$ cat src/rtl/core/brmc_pkg.sv
// Shared constants, types and helpers of the burst region mode controller.
`default_nettype none

package brmc_pkg;

  // Default widths of the sample and frequency fields.
  localparam int unsigned SAMPLE_BITS_DEF = 12;
  localparam int unsigned FREQ_BITS_DEF   = 20;

  // Widths fixed by the counters and the port.
  localparam int unsigned CNT_BITS      = 16;
  localparam int unsigned TICK_BITS     = 32;
  localparam int unsigned REGION_BITS   = 3;
  localparam int unsigned CFG_IDX_BITS  = 3;
  localparam int unsigned CFG_DATA_BITS = 32;

  // Register reset values.
  localparam int unsigned VREF_RESET       = 1236;
  localparam int unsigned FREQ_CEIL_RESET  = 170000;
  localparam int unsigned ENTRY_HYST_RESET = 25;
  localparam int unsigned EXIT_HYST_RESET  = 25;
  localparam int unsigned PERSIST_RESET    = 25;
  localparam int unsigned DWELL_RESET      = 2500;
  localparam int unsigned RETURN_RESET     = 500;
  localparam int unsigned PACKET_RESET     = 1;

  // Region codes as reported on the result channel.
  localparam logic [REGION_BITS-1:0] REGION_IDLE  = 3'd0;
  localparam logic [REGION_BITS-1:0] REGION_RUN   = 3'd1;
  localparam logic [REGION_BITS-1:0] REGION_PREP  = 3'd2;
  localparam logic [REGION_BITS-1:0] REGION_ON    = 3'd3;
  localparam logic [REGION_BITS-1:0] REGION_OFF   = 3'd4;
  localparam logic [REGION_BITS-1:0] REGION_FAULT = 3'd5;

  typedef enum logic [5:0] {
    MODE_IDLE  = 6'b000001,
    MODE_RUN   = 6'b000010,
    MODE_PREP  = 6'b000100,
    MODE_ON    = 6'b001000,
    MODE_OFF   = 6'b010000,
    MODE_FAULT = 6'b100000
  } mode_e;

  typedef enum logic [CFG_IDX_BITS-1:0] {
    CFG_VREF       = 3'd0,
    CFG_FREQ_CEIL  = 3'd1,
    CFG_ENTRY_HYST = 3'd2,
    CFG_EXIT_HYST  = 3'd3,
    CFG_PERSIST    = 3'd4,
    CFG_DWELL      = 3'd5,
    CFG_RETURN     = 3'd6,
    CFG_PACKET     = 3'd7
  } cfg_idx_e;

  // Control bits of one tick handed to the state machine.
  typedef struct packed {
    logic fire;
    logic rising;
    logic enable;
    logic fault;
    logic handoff;
  } brmc_step_t;

  function automatic logic [REGION_BITS-1:0] region_code(mode_e mode);
    logic [REGION_BITS-1:0] code;
    unique case (mode)
      MODE_IDLE:  code = REGION_IDLE;
      MODE_RUN:   code = REGION_RUN;
      MODE_PREP:  code = REGION_PREP;
      MODE_ON:    code = REGION_ON;
      MODE_OFF:   code = REGION_OFF;
      MODE_FAULT: code = REGION_FAULT;
      default:    code = REGION_FAULT;
    endcase
    return code;
  endfunction

endpackage

`default_nettype wire

$ cat src/rtl/core/brmc_if.sv
// Request, result and configuration channel interfaces of the controller.
`default_nettype none

interface brmc_in_if #(
  parameter int unsigned SAMPLE_BITS = brmc_pkg::SAMPLE_BITS_DEF,
  parameter int unsigned FREQ_BITS   = brmc_pkg::FREQ_BITS_DEF
) ();
  logic                   valid;
  logic                   ready;
  logic [SAMPLE_BITS-1:0] vout_sample;
  logic                   vout_rising;
  logic [FREQ_BITS-1:0]   freq_command;
  logic                   run_enable;
  logic                   fault_active;
  logic                   handoff_pulse;

  modport source (
    output valid, vout_sample, vout_rising, freq_command, run_enable, fault_active,
           handoff_pulse,
    input  ready
  );
  modport sink (
    input  valid, vout_sample, vout_rising, freq_command, run_enable, fault_active,
           handoff_pulse,
    output ready
  );
endinterface

interface brmc_out_if #(
  parameter int unsigned SAMPLE_BITS = brmc_pkg::SAMPLE_BITS_DEF
) ();
  logic                                valid;
  logic                                ready;
  logic [brmc_pkg::REGION_BITS-1:0]    region_state;
  logic [brmc_pkg::CNT_BITS-1:0]       packets_emitted;
  logic [brmc_pkg::CNT_BITS-1:0]       entry_rejects;
  logic [brmc_pkg::CNT_BITS-1:0]       persist_peak;
  logic [brmc_pkg::CNT_BITS-1:0]       packet_remaining;
  logic [brmc_pkg::CNT_BITS-1:0]       coast_ticks;
  logic [brmc_pkg::CNT_BITS-1:0]       run_ticks;
  logic [SAMPLE_BITS-1:0]              entry_vout;
  logic [brmc_pkg::TICK_BITS-1:0]      tick_total;

  modport source (
    output valid, region_state, packets_emitted, entry_rejects, persist_peak,
           packet_remaining, coast_ticks, run_ticks, entry_vout, tick_total,
    input  ready
  );
  modport sink (
    input  valid, region_state, packets_emitted, entry_rejects, persist_peak,
           packet_remaining, coast_ticks, run_ticks, entry_vout, tick_total,
    output ready
  );
endinterface

interface brmc_cfg_if ();
  logic                                 valid;
  logic                                 ready;
  logic [brmc_pkg::CFG_IDX_BITS-1:0]    index;
  logic [brmc_pkg::CFG_DATA_BITS-1:0]   data;

  modport source (output valid, index, data, input ready);
  modport sink (input valid, index, data, output ready);
endinterface

`default_nettype wire

$ cat src/rtl/core/brmc_fsm.sv
// Region state machine and diagnostics counters, one update per fired tick.
`default_nettype none

module brmc_fsm #(
  parameter int unsigned SAMPLE_BITS = brmc_pkg::SAMPLE_BITS_DEF,
  parameter int unsigned FREQ_BITS   = brmc_pkg::FREQ_BITS_DEF
) (
  input  wire logic                             clk_i,
  input  wire logic                             rst_ni,
  input  wire brmc_pkg::brmc_step_t             step_i,
  input  wire logic [SAMPLE_BITS-1:0]           vout_i,
  input  wire logic [FREQ_BITS-1:0]             freq_i,
  input  wire logic [SAMPLE_BITS-1:0]           vref_i,
  input  wire logic [FREQ_BITS-1:0]             freq_ceil_i,
  input  wire logic [SAMPLE_BITS-1:0]           entry_hyst_i,
  input  wire logic [SAMPLE_BITS-1:0]           exit_hyst_i,
  input  wire logic [brmc_pkg::CNT_BITS-1:0]    persist_cnt_i,
  input  wire logic [brmc_pkg::CNT_BITS-1:0]    dwell_i,
  input  wire logic [brmc_pkg::CNT_BITS-1:0]    return_cnt_i,
  input  wire logic [brmc_pkg::CNT_BITS-1:0]    packet_len_i,
  output logic [brmc_pkg::REGION_BITS-1:0]      region_o,
  output logic [brmc_pkg::CNT_BITS-1:0]         emitted_o,
  output logic [brmc_pkg::CNT_BITS-1:0]         rejects_o,
  output logic [brmc_pkg::CNT_BITS-1:0]         peak_o,
  output logic [brmc_pkg::CNT_BITS-1:0]         packet_o,
  output logic [brmc_pkg::CNT_BITS-1:0]         coast_o,
  output logic [brmc_pkg::CNT_BITS-1:0]         run_o,
  output logic [SAMPLE_BITS-1:0]                captured_o,
  output logic [brmc_pkg::TICK_BITS-1:0]        tick_o
);
  import brmc_pkg::*;

  mode_e                  mode_q, mode_d;
  logic [CNT_BITS-1:0]    persist_q, persist_d;
  logic [CNT_BITS-1:0]    return_q, return_d;
  logic [CNT_BITS-1:0]    run_q, run_d;
  logic [CNT_BITS-1:0]    coast_q, coast_d;
  logic [CNT_BITS-1:0]    packet_q, packet_d;
  logic [CNT_BITS-1:0]    emitted_q, emitted_d;
  logic [CNT_BITS-1:0]    reject_q, reject_d;
  logic [CNT_BITS-1:0]    peak_q, peak_d;
  logic [SAMPLE_BITS-1:0] captured_q, captured_d;
  logic [TICK_BITS-1:0]   tick_q, tick_d;
  logic                   handoff_q, handoff_d;

  logic [CNT_BITS-1:0]    hi_thr, lo_thr, vout_ext;
  logic                   at_ceiling, above_hi, below_lo, handoff_set;
  logic [CNT_BITS-1:0]    run_next, persist_next, return_next, packet_dec;

  // Thresholds wrap at the counter width.
  assign hi_thr     = CNT_BITS'(vref_i) + CNT_BITS'(entry_hyst_i);
  assign lo_thr     = CNT_BITS'(vref_i) - CNT_BITS'(exit_hyst_i);
  assign vout_ext   = CNT_BITS'(vout_i);
  assign at_ceiling = (freq_i >= freq_ceil_i);
  assign above_hi   = (vout_ext > hi_thr);
  assign below_lo   = (vout_ext < lo_thr);

  assign handoff_set  = handoff_q | step_i.handoff;
  assign run_next     = run_q + 1'b1;
  assign persist_next = persist_q + 1'b1;
  assign return_next  = return_q + 1'b1;
  assign packet_dec   = (packet_q != '0) ? packet_q - 1'b1 : packet_q;

  always_comb begin
    mode_d     = mode_q;
    persist_d  = persist_q;
    return_d   = return_q;
    run_d      = run_q;
    coast_d    = coast_q;
    packet_d   = packet_q;
    emitted_d  = emitted_q;
    reject_d   = reject_q;
    peak_d     = peak_q;
    captured_d = captured_q;
    tick_d     = tick_q;
    handoff_d  = handoff_q;
    if (step_i.fire) begin
      handoff_d = handoff_set;
      tick_d    = tick_q + 1'b1;
      if (step_i.fault) begin
        mode_d    = MODE_FAULT;
        persist_d = '0;
        return_d  = '0;
      end else if (!step_i.enable) begin
        mode_d = MODE_IDLE;
      end else begin
        unique case (mode_q)
          MODE_RUN: begin
            run_d = run_next;
            if (handoff_set) begin
              // One-shot handoff check: consume the latch either way.
              handoff_d = 1'b0;
              if (at_ceiling && above_hi && step_i.rising) begin
                mode_d = MODE_PREP;
              end else begin
                run_d     = '0;
                persist_d = '0;
              end
            end else if (at_ceiling && above_hi) begin
              if (run_next < dwell_i) begin
                reject_d  = reject_q + 1'b1;
                persist_d = '0;
              end else begin
                persist_d = persist_next;
                if (persist_next > peak_q) begin
                  peak_d = persist_next;
                end
                if (persist_next >= persist_cnt_i) begin
                  captured_d = vout_i;
                  mode_d     = MODE_PREP;
                  persist_d  = '0;
                  peak_d     = '0;
                end
              end
            end else begin
              persist_d = '0;
              peak_d    = '0;
              reject_d  = reject_q + 1'b1;
            end
          end
          MODE_PREP: begin
            mode_d   = MODE_ON;
            packet_d = packet_len_i;
          end
          MODE_ON: begin
            packet_d = packet_dec;
            if (packet_dec == '0) begin
              emitted_d = emitted_q + 1'b1;
              mode_d    = MODE_OFF;
              coast_d   = '0;
            end
          end
          MODE_OFF: begin
            coast_d = coast_q + 1'b1;
            if (below_lo) begin
              packet_d = packet_len_i;
              mode_d   = MODE_ON;
            end else if (!at_ceiling) begin
              return_d = return_next;
              if (return_next >= return_cnt_i) begin
                mode_d    = MODE_RUN;
                run_d     = '0;
                persist_d = '0;
                return_d  = '0;
              end
            end else begin
              return_d = '0;
            end
          end
          default: begin
            // Idle, fault and any stray code enter continuous run.
            mode_d    = MODE_RUN;
            run_d     = '0;
            persist_d = '0;
          end
        endcase
      end
    end
  end

  always_ff @(posedge clk_i or negedge rst_ni) begin
    if (!rst_ni) begin
      mode_q     <= MODE_IDLE;
      persist_q  <= '0;
      return_q   <= '0;
      run_q      <= '0;
      coast_q    <= '0;
      packet_q   <= '0;
      emitted_q  <= '0;
      reject_q   <= '0;
      peak_q     <= '0;
      captured_q <= '0;
      tick_q     <= '0;
      handoff_q  <= 1'b0;
    end else begin
      mode_q     <= mode_d;
      persist_q  <= persist_d;
      return_q   <= return_d;
      run_q      <= run_d;
      coast_q    <= coast_d;
      packet_q   <= packet_d;
      emitted_q  <= emitted_d;
      reject_q   <= reject_d;
      peak_q     <= peak_d;
      captured_q <= captured_d;
      tick_q     <= tick_d;
      handoff_q  <= handoff_d;
    end
  end

  // Results are the values after this tick's update.
  assign region_o   = region_code(mode_d);
  assign emitted_o  = emitted_d;
  assign rejects_o  = reject_d;
  assign peak_o     = peak_d;
  assign packet_o   = packet_d;
  assign coast_o    = coast_d;
  assign run_o      = run_d;
  assign captured_o = captured_d;
  assign tick_o     = tick_d;

  a_fault_wins: assert property (@(posedge clk_i) disable iff (!rst_ni)
    step_i.fire && step_i.fault |=> mode_q == MODE_FAULT && persist_q == '0)
    else $error("fault tick did not force fault mode");

  a_tick_adv: assert property (@(posedge clk_i) disable iff (!rst_ni)
    step_i.fire |=> tick_q == $past(tick_q) + 1'b1)
    else $error("tick counter did not advance on a fired tick");

  a_hold_idle: assert property (@(posedge clk_i) disable iff (!rst_ni)
    !step_i.fire |=> $stable(mode_q) && $stable(tick_q) && $stable(handoff_q))
    else $error("state changed without a fired tick");

  a_prep_to_on: assert property (@(posedge clk_i) disable iff (!rst_ni)
    step_i.fire && step_i.enable && !step_i.fault && mode_q == MODE_PREP
    |=> mode_q == MODE_ON && packet_q == $past(packet_len_i))
    else $error("burst prep did not start a packet");

endmodule

`default_nettype wire

$ cat src/rtl/core/burst_region_mode_controller.sv
// Top level of the burst region mode controller: channels, registers, pipeline.
`default_nettype none

// Channel   Dir  Role      Payload
// in_req    in   request   vout_sample, vout_rising, freq_command, run_enable,
//                          fault_active, handoff_pulse
// out_res   out  result    region_state and diagnostics counters, tick_total
// cfg_req   in   write     index (register 0..7), data
//
// Cycles: one request per clock sustained while out_res.ready stays high; a result
//   leaves through the input register and then the result register.
// Reset: registers take their default values, the state machine goes idle and
//   every counter clears.
// Stalls: the result register holds while out_res.ready is low; the input
//   register keeps taking a request as long as it drains into the result
//   register in the same cycle, so ready drops only with both stages full.
// Config writes are taken in every cycle (cfg_req.ready is always high).

module burst_region_mode_controller #(
  parameter int unsigned SAMPLE_BITS = brmc_pkg::SAMPLE_BITS_DEF,
  parameter int unsigned FREQ_BITS   = brmc_pkg::FREQ_BITS_DEF
) (
  input  wire logic    clk_i,
  input  wire logic    rst_ni,
  brmc_in_if.sink      in_req,
  brmc_out_if.source   out_res,
  brmc_cfg_if.sink     cfg_req
);
  import brmc_pkg::*;

  // Configuration registers.
  logic [SAMPLE_BITS-1:0] vref_q;
  logic [FREQ_BITS-1:0]   freq_ceil_q;
  logic [SAMPLE_BITS-1:0] entry_hyst_q;
  logic [SAMPLE_BITS-1:0] exit_hyst_q;
  logic [CNT_BITS-1:0]    persist_cnt_q;
  logic [CNT_BITS-1:0]    dwell_q;
  logic [CNT_BITS-1:0]    return_cnt_q;
  logic [CNT_BITS-1:0]    packet_len_q;

  // Input register.
  logic                   in_valid_q;
  logic [SAMPLE_BITS-1:0] in_vout_q;
  logic                   in_rising_q;
  logic [FREQ_BITS-1:0]   in_freq_q;
  logic                   in_enable_q;
  logic                   in_fault_q;
  logic                   in_handoff_q;

  // Result register.
  logic                   out_valid_q;
  logic [REGION_BITS-1:0] out_region_q;
  logic [CNT_BITS-1:0]    out_emitted_q;
  logic [CNT_BITS-1:0]    out_rejects_q;
  logic [CNT_BITS-1:0]    out_peak_q;
  logic [CNT_BITS-1:0]    out_packet_q;
  logic [CNT_BITS-1:0]    out_coast_q;
  logic [CNT_BITS-1:0]    out_run_q;
  logic [SAMPLE_BITS-1:0] out_captured_q;
  logic [TICK_BITS-1:0]   out_tick_q;

  logic                   in_take, out_load, fire, cfg_take;
  brmc_step_t             step;

  logic [REGION_BITS-1:0] res_region;
  logic [CNT_BITS-1:0]    res_emitted, res_rejects, res_peak, res_packet;
  logic [CNT_BITS-1:0]    res_coast, res_run;
  logic [SAMPLE_BITS-1:0] res_captured;
  logic [TICK_BITS-1:0]   res_tick;

  // Advance the input stage whenever the result register is free or draining.
  assign out_load     = !out_valid_q || out_res.ready;
  assign fire         = in_valid_q && out_load;
  assign in_req.ready = !in_valid_q || out_load;
  assign in_take      = in_req.valid && in_req.ready;
  assign cfg_req.ready = 1'b1;
  assign cfg_take     = cfg_req.valid;

  always_ff @(posedge clk_i or negedge rst_ni) begin
    if (!rst_ni) begin
      vref_q        <= SAMPLE_BITS'(VREF_RESET);
      freq_ceil_q   <= FREQ_BITS'(FREQ_CEIL_RESET);
      entry_hyst_q  <= SAMPLE_BITS'(ENTRY_HYST_RESET);
      exit_hyst_q   <= SAMPLE_BITS'(EXIT_HYST_RESET);
      persist_cnt_q <= CNT_BITS'(PERSIST_RESET);
      dwell_q       <= CNT_BITS'(DWELL_RESET);
      return_cnt_q  <= CNT_BITS'(RETURN_RESET);
      packet_len_q  <= CNT_BITS'(PACKET_RESET);
    end else if (cfg_take) begin
      unique case (cfg_idx_e'(cfg_req.index))
        CFG_VREF:       vref_q        <= cfg_req.data[SAMPLE_BITS-1:0];
        CFG_FREQ_CEIL:  freq_ceil_q   <= cfg_req.data[FREQ_BITS-1:0];
        CFG_ENTRY_HYST: entry_hyst_q  <= cfg_req.data[SAMPLE_BITS-1:0];
        CFG_EXIT_HYST:  exit_hyst_q   <= cfg_req.data[SAMPLE_BITS-1:0];
        CFG_PERSIST:    persist_cnt_q <= cfg_req.data[CNT_BITS-1:0];
        CFG_DWELL:      dwell_q       <= cfg_req.data[CNT_BITS-1:0];
        CFG_RETURN:     return_cnt_q  <= cfg_req.data[CNT_BITS-1:0];
        CFG_PACKET:     packet_len_q  <= cfg_req.data[CNT_BITS-1:0];
      endcase
    end
  end

  // Input stage: capture a request, drop the valid once it fires.
  always_ff @(posedge clk_i or negedge rst_ni) begin
    if (!rst_ni) begin
      in_valid_q <= 1'b0;
    end else if (in_take) begin
      in_valid_q <= 1'b1;
    end else if (fire) begin
      in_valid_q <= 1'b0;
    end
  end

  always_ff @(posedge clk_i) begin
    if (in_take) begin
      in_vout_q    <= in_req.vout_sample;
      in_rising_q  <= in_req.vout_rising;
      in_freq_q    <= in_req.freq_command;
      in_enable_q  <= in_req.run_enable;
      in_fault_q   <= in_req.fault_active;
      in_handoff_q <= in_req.handoff_pulse;
    end
  end

  always_comb begin
    step.fire    = fire;
    step.rising  = in_rising_q;
    step.enable  = in_enable_q;
    step.fault   = in_fault_q;
    step.handoff = in_handoff_q;
  end

  brmc_fsm #(
    .SAMPLE_BITS (SAMPLE_BITS),
    .FREQ_BITS   (FREQ_BITS)
  ) u_fsm (
    .clk_i         (clk_i),
    .rst_ni        (rst_ni),
    .step_i        (step),
    .vout_i        (in_vout_q),
    .freq_i        (in_freq_q),
    .vref_i        (vref_q),
    .freq_ceil_i   (freq_ceil_q),
    .entry_hyst_i  (entry_hyst_q),
    .exit_hyst_i   (exit_hyst_q),
    .persist_cnt_i (persist_cnt_q),
    .dwell_i       (dwell_q),
    .return_cnt_i  (return_cnt_q),
    .packet_len_i  (packet_len_q),
    .region_o      (res_region),
    .emitted_o     (res_emitted),
    .rejects_o     (res_rejects),
    .peak_o        (res_peak),
    .packet_o      (res_packet),
    .coast_o       (res_coast),
    .run_o         (res_run),
    .captured_o    (res_captured),
    .tick_o        (res_tick)
  );

  // Result stage: load on a fired tick, hold until taken.
  always_ff @(posedge clk_i or negedge rst_ni) begin
    if (!rst_ni) begin
      out_valid_q <= 1'b0;
    end else if (fire) begin
      out_valid_q <= 1'b1;
    end else if (out_res.ready) begin
      out_valid_q <= 1'b0;
    end
  end

  always_ff @(posedge clk_i) begin
    if (fire) begin
      out_region_q   <= res_region;
      out_emitted_q  <= res_emitted;
      out_rejects_q  <= res_rejects;
      out_peak_q     <= res_peak;
      out_packet_q   <= res_packet;
      out_coast_q    <= res_coast;
      out_run_q      <= res_run;
      out_captured_q <= res_captured;
      out_tick_q     <= res_tick;
    end
  end

  assign out_res.valid            = out_valid_q;
  assign out_res.region_state     = out_region_q;
  assign out_res.packets_emitted  = out_emitted_q;
  assign out_res.entry_rejects    = out_rejects_q;
  assign out_res.persist_peak     = out_peak_q;
  assign out_res.packet_remaining = out_packet_q;
  assign out_res.coast_ticks      = out_coast_q;
  assign out_res.run_ticks        = out_run_q;
  assign out_res.entry_vout       = out_captured_q;
  assign out_res.tick_total       = out_tick_q;

  a_no_fire_empty: assert property (@(posedge clk_i) disable iff (!rst_ni)
    fire |-> in_valid_q)
    else $error("tick fired with an empty input register");

  a_stall_holds_result: assert property (@(posedge clk_i) disable iff (!rst_ni)
    out_valid_q && !out_res.ready |=> out_valid_q && $stable(out_tick_q))
    else $error("stalled result changed");

  a_ready_when_drain: assert property (@(posedge clk_i) disable iff (!rst_ni)
    !in_req.ready |-> in_valid_q && out_valid_q && !out_res.ready)
    else $error("request blocked without a full pipeline");

endmodule

`default_nettype wire
$ cat src/flat_wrapper.sv
// flat-port wrapper written by rule: the top's interface ports become plain ports
module burst_region_mode_controller_flat import brmc_pkg::*;
#(
  parameter int unsigned SAMPLE_BITS = brmc_pkg::SAMPLE_BITS_DEF,
  parameter int unsigned FREQ_BITS   = brmc_pkg::FREQ_BITS_DEF
)
  (clk_i, rst_ni, in_req_valid, in_req_vout_sample, in_req_vout_rising, in_req_freq_command, in_req_run_enable, in_req_fault_active, in_req_handoff_pulse, in_req_ready, out_res_valid, out_res_region_state, out_res_packets_emitted, out_res_entry_rejects, out_res_persist_peak, out_res_packet_remaining, out_res_coast_ticks, out_res_run_ticks, out_res_entry_vout, out_res_tick_total, out_res_ready, cfg_req_valid, cfg_req_index, cfg_req_data, cfg_req_ready);
  brmc_in_if #(.SAMPLE_BITS(SAMPLE_BITS), .FREQ_BITS(FREQ_BITS)) in_req_i ();
  brmc_out_if #(.SAMPLE_BITS(SAMPLE_BITS)) out_res_i ();
  brmc_cfg_if cfg_req_i ();
  input  wire logic clk_i;
  input  wire logic rst_ni;
  input wire logic [$bits(in_req_i.valid)-1:0] in_req_valid;
  input wire logic [$bits(in_req_i.vout_sample)-1:0] in_req_vout_sample;
  input wire logic [$bits(in_req_i.vout_rising)-1:0] in_req_vout_rising;
  input wire logic [$bits(in_req_i.freq_command)-1:0] in_req_freq_command;
  input wire logic [$bits(in_req_i.run_enable)-1:0] in_req_run_enable;
  input wire logic [$bits(in_req_i.fault_active)-1:0] in_req_fault_active;
  input wire logic [$bits(in_req_i.handoff_pulse)-1:0] in_req_handoff_pulse;
  output wire logic [$bits(in_req_i.ready)-1:0] in_req_ready;
  output wire logic [$bits(out_res_i.valid)-1:0] out_res_valid;
  output wire logic [$bits(out_res_i.region_state)-1:0] out_res_region_state;
  output wire logic [$bits(out_res_i.packets_emitted)-1:0] out_res_packets_emitted;
  output wire logic [$bits(out_res_i.entry_rejects)-1:0] out_res_entry_rejects;
  output wire logic [$bits(out_res_i.persist_peak)-1:0] out_res_persist_peak;
  output wire logic [$bits(out_res_i.packet_remaining)-1:0] out_res_packet_remaining;
  output wire logic [$bits(out_res_i.coast_ticks)-1:0] out_res_coast_ticks;
  output wire logic [$bits(out_res_i.run_ticks)-1:0] out_res_run_ticks;
  output wire logic [$bits(out_res_i.entry_vout)-1:0] out_res_entry_vout;
  output wire logic [$bits(out_res_i.tick_total)-1:0] out_res_tick_total;
  input wire logic [$bits(out_res_i.ready)-1:0] out_res_ready;
  input wire logic [$bits(cfg_req_i.valid)-1:0] cfg_req_valid;
  input wire logic [$bits(cfg_req_i.index)-1:0] cfg_req_index;
  input wire logic [$bits(cfg_req_i.data)-1:0] cfg_req_data;
  output wire logic [$bits(cfg_req_i.ready)-1:0] cfg_req_ready;
  assign in_req_i.valid = in_req_valid;
  assign in_req_i.vout_sample = in_req_vout_sample;
  assign in_req_i.vout_rising = in_req_vout_rising;
  assign in_req_i.freq_command = in_req_freq_command;
  assign in_req_i.run_enable = in_req_run_enable;
  assign in_req_i.fault_active = in_req_fault_active;
  assign in_req_i.handoff_pulse = in_req_handoff_pulse;
  assign in_req_ready = in_req_i.ready;
  assign out_res_valid = out_res_i.valid;
  assign out_res_region_state = out_res_i.region_state;
  assign out_res_packets_emitted = out_res_i.packets_emitted;
  assign out_res_entry_rejects = out_res_i.entry_rejects;
  assign out_res_persist_peak = out_res_i.persist_peak;
  assign out_res_packet_remaining = out_res_i.packet_remaining;
  assign out_res_coast_ticks = out_res_i.coast_ticks;
  assign out_res_run_ticks = out_res_i.run_ticks;
  assign out_res_entry_vout = out_res_i.entry_vout;
  assign out_res_tick_total = out_res_i.tick_total;
  assign out_res_i.ready = out_res_ready;
  assign cfg_req_i.valid = cfg_req_valid;
  assign cfg_req_i.index = cfg_req_index;
  assign cfg_req_i.data = cfg_req_data;
  assign cfg_req_ready = cfg_req_i.ready;
  burst_region_mode_controller #(.SAMPLE_BITS(SAMPLE_BITS), .FREQ_BITS(FREQ_BITS)) u_core (.clk_i(clk_i), .rst_ni(rst_ni), .in_req(in_req_i), .out_res(out_res_i), .cfg_req(cfg_req_i));
endmodule
$ cat config.mk
export PLATFORM = sky130hd
export DESIGN_NAME = burst_region_mode_controller_flat
export DESIGN_NICKNAME = d
export VERILOG_FILES = /design/src/rtl/core/brmc_pkg.sv /design/src/rtl/core/brmc_if.sv /design/src/rtl/core/brmc_fsm.sv /design/src/rtl/core/burst_region_mode_controller.sv /design/src/flat_wrapper.sv
export SDC_FILE = /design/constraint.sdc
export NUM_CORES = 1
export LEC_CHECK = 0
export ABC_CLOCK_PERIOD_IN_PS = 8119
export BUFFER_PORTS_ARGS = -buffer_cell sky130_fd_sc_hd__buf_2
export CAP_MARGIN = 20
export CORE_MARGIN = 1.5
export CORE_UTILIZATION = 50
export CTS_BUF_LIST = sky130_fd_sc_hd__clkbuf_8
export DETAILED_ROUTE_END_ITERATION = 8
export PLACE_DENSITY_LB_ADDON = 0.15
export SETUP_SLACK_MARGIN = 0.4
export SLEW_MARGIN = 0
export SYNTH_ARGS = -nofsm -noshare
export SYNTH_HDL_FRONTEND = slang
export SYNTH_HIERARCHICAL = 1
export SYNTH_SLANG_ARGS = --single-unit
$ cat constraint.sdc
create_clock -name clk_i -period 8.12 [get_ports clk_i]
set_input_delay 1.624 -clock clk_i [delete_from_list [all_inputs] [get_ports clk_i]]
set_output_delay 1.624 -clock clk_i [all_outputs]
set_load 0.005 [all_outputs]
==> out/results.tsv <==
metric	value	unit
status	completed	
via_count	15600	
setup_viol	0	
antenna_found_initial	6	
wire_per_inst	18.5	microns
yosys_warnings	6	
synthTopCellsByArea	dfrtp_1, edfxtp_1, ha_1	
critPathKind	reg2reg	
skew	0.0248	ns
dp_hpwl	35700	microns
cts_sinks	480	
cp.arrival	6.18	ns
synth-edff-count	179	
holdWs	0.462	ns
irDropWorstVdd	0.000133	V
slew_violations	0	
port_buffers	208	
area_delta_synth_final	13.9	%
synth_seq_area_share	0.559	
maxCapViolCount	0	
place.gp.congestion	0.860	
synth_ff_type	dfrtp_1	
leakage	12.1	nW
tritoncts	built	
cts-resized-gates	0	
cts-buffers-inserted	81	
holdPathStages	1	
cp-start-kind	flop	
synth_nets	2115	
fmax	173	MHz
p_clk_frac	0.339	
path_max_fanout	6	
synthesis.area	23100	sq um
reg2regPathDepth	20	
coreArea	45500	sq um
min_path_type	reg2reg	
async_flop_share	0.627	
finalSetupTns	0	ns
post_cts_buffers	0	
p_sw	1.73	mW
period_share	0.714	
rsz0062_at_grt	no	
combPwrFrac	0.187	
internal_power	4.41	mW
via_per_inst	5.55	
wirelength	52000	microns
dieWidth	218	microns
grt_pass1_wl	83400	microns
worstPathRequired	8.50	ns
crit_chain	ha_1 > a21o_1 > a21oi_1 > o21bai_1 > a21oi_1 > nor2b_1 > o21a_1 > o31a_1 > o41ai_1 > xor2_1 > ha_1 > o21ai_0 > a21oi_1 > o31ai_1 > a311o_1 > a41oi_1 > a41oi_1 > or3_1 > a2111oi_0 > o31ai_1	
cts_max_path_buffers	3	
grtUsageTotal	0.224	
seqPwrFrac	0.473	
ant_nets	0	
critical_path.endpoint_type	flop	
insertion_delay	0.65	ns
ys_seq_elements	480	
grt_max_degree	133	
synthTopCellsByCount	dfrtp_1, edfxtp_1, inv_1, ha_1, mux2_2	
finalWorstPathRequiredPeriod	5.80	ns
first_global_vias	15700	
dieArea	47600	sq um
avgSynthCellArea	12.2	sq um
cp_slowest_cell	a41oi_1	
drt_iter0_drc	1063	
crit_top_cell	a21oi_1	
slew_headroom	0.350	
grt_overflow	0	
yosys.area.top_type	dfrtp_1	
p_per_area	233	nW/um^2
remaining_drc_errors	0	
cpPeakStageDelay	0.70	ns
hold_violations	0	
initial_core_util	0.509	
synth.distinct_cells	87	
tightest_slew	0.975	ns
synthCells	1899	
rows	78	
drive_above_1_share	0.243	
yosysMostFrequentCell	dfrtp_1	
swShare	0.281	
nNetsFinal	2359	
drtPass1Iterations	5	
die_h	218	microns
postCtsHoldBufs	0	
clk_pin_slew	0.06	ns
cts_root_buf	clkbuf_8	
htreeDepth	3	
yosys.area.top_type_share	0.291	
pin_count	222	
==> power by group through the flow <==
stage / sequential (mW) / combinational (mW) / clock [mW]
after floorplan: 2.92 / 0.812 / 0
after global placement: 2.94 / 1.11 / 0
after detailed placement: 2.95 / 1.15 / 0
after CTS: 2.91 / 1.16 / 2.15
after global routing: 2.94 / 1.31 / 2.26
final: 2.91 / 1.15 / 2.08
==> cells by family after synthesis <==
kind of cell	share of synthesized area
xor+xnor	0.0473
fa+ha+maj	0.0763
simple gates	0.111
other cells	0.000162
flops	0.559
mux	0.0767
compound gates	0.0926
buf+inv	0.0368
==> area by class of cell <==
cell class              count  area, sq um
diodes                      3         7.51
clock buffers             102         1400
clock inverters            48          201
fillers                  3904        19100
inverters                 142          533
multi-input cells        1219         9350
flip-flops and latches    480        12900
well taps                 600          751
repair buffers            219         1170
==> placed cells by master, fill, tap and decap left out, types with 16 or more instances in the layout <==
master      n
nand4_1    42
inv_1     177
o31ai_1    16
xor2_1     65
and3_1     42
o22ai_1    19
buf_2     207
o21ai_0    76
nor2_1     98
nor2b_1    21
nor4_1     16
ha_1      138
nand2_1    89
nand3_1    57
clkbuf_8  102
nor3_1     40
xnor2_1    60
a22o_1     18
mux2_2    138
dfrtp_1   269
a21oi_1    69
edfxtp_1  179
dfstp_2    32
==> worst max-delay path, delay by kind of cell (launching register included) <==
family,cells,cell delay [ns]
simple gates,2,0.54
fa+ha+maj,2,0.63
compound gates,15,3.81
flops,1,0.44
xor+xnor,1,0.13
==> registers in the layout, indices dropped and copies added (netlist names), 20 cells and up <==
signal	count
u_core/freq_ceil_q	20
u_core/in_freq_q	20
u_core/out_res.tick_total	32
u_core/u_fsm/tick_q	32
==> through the flow <==
| stage | instance area, sq um | cells | utilization | setup slack, ns | power (mW) |
|---|---|---|---|---|---|
| after floorplan | 23100 | 1899 | - | 0.890 | 3.73 |
| after global placement | 24700 | 2658 | 0.543 | 2.44 | 4.06 |
| after detailed placement | 24700 | 2659 | 0.544 | 2.39 | 4.10 |
| after CTS | 26300 | 2809 | 0.579 | 2.42 | 6.22 |
| after global routing | 26400 | 2810 | 0.580 | 2.00 | 6.50 |
| final | 26400 | 2813 | 0.580 | 2.32 | 6.14 |
==> final timing paths <==
path | slack [ns] | end | start
min in group asynchronous | 1.01 | u_core/u_fsm/emitted_q[9] | rst_ni
hold / removal | 0.46 | u_core/u_fsm/tick_q[31] | u_core/u_fsm/tick_q[31]
setup / recovery | 2.32 | u_core/out_res.region_state[2] | u_core/vref_q[1]
setup reg to reg | 2.32 | u_core/out_res.region_state[2] | u_core/vref_q[1]
max in group asynchronous | 5.62 | u_core/u_fsm/captured_q[10] | rst_ni
hold reg to reg | 0.46 | u_core/u_fsm/tick_q[31] | u_core/u_fsm/tick_q[31]
==> layer usage <==
| layer | share of wire | vias up | global-route usage |
|---|---|---|---|
| met4 | 0.033 | 8 | 0.0869 |
| met2 | 0.46 | 432 | 0.352 |
| met3 | 0.050 | 116 | 0.0493 |
| met5 | 0.0010 | - | 0 |
| met1 | 0.46 | 7613 | 0.304 |
| li1 | - | 7440 | - |
No activity file was read; power rests on OpenSTA's default activity.
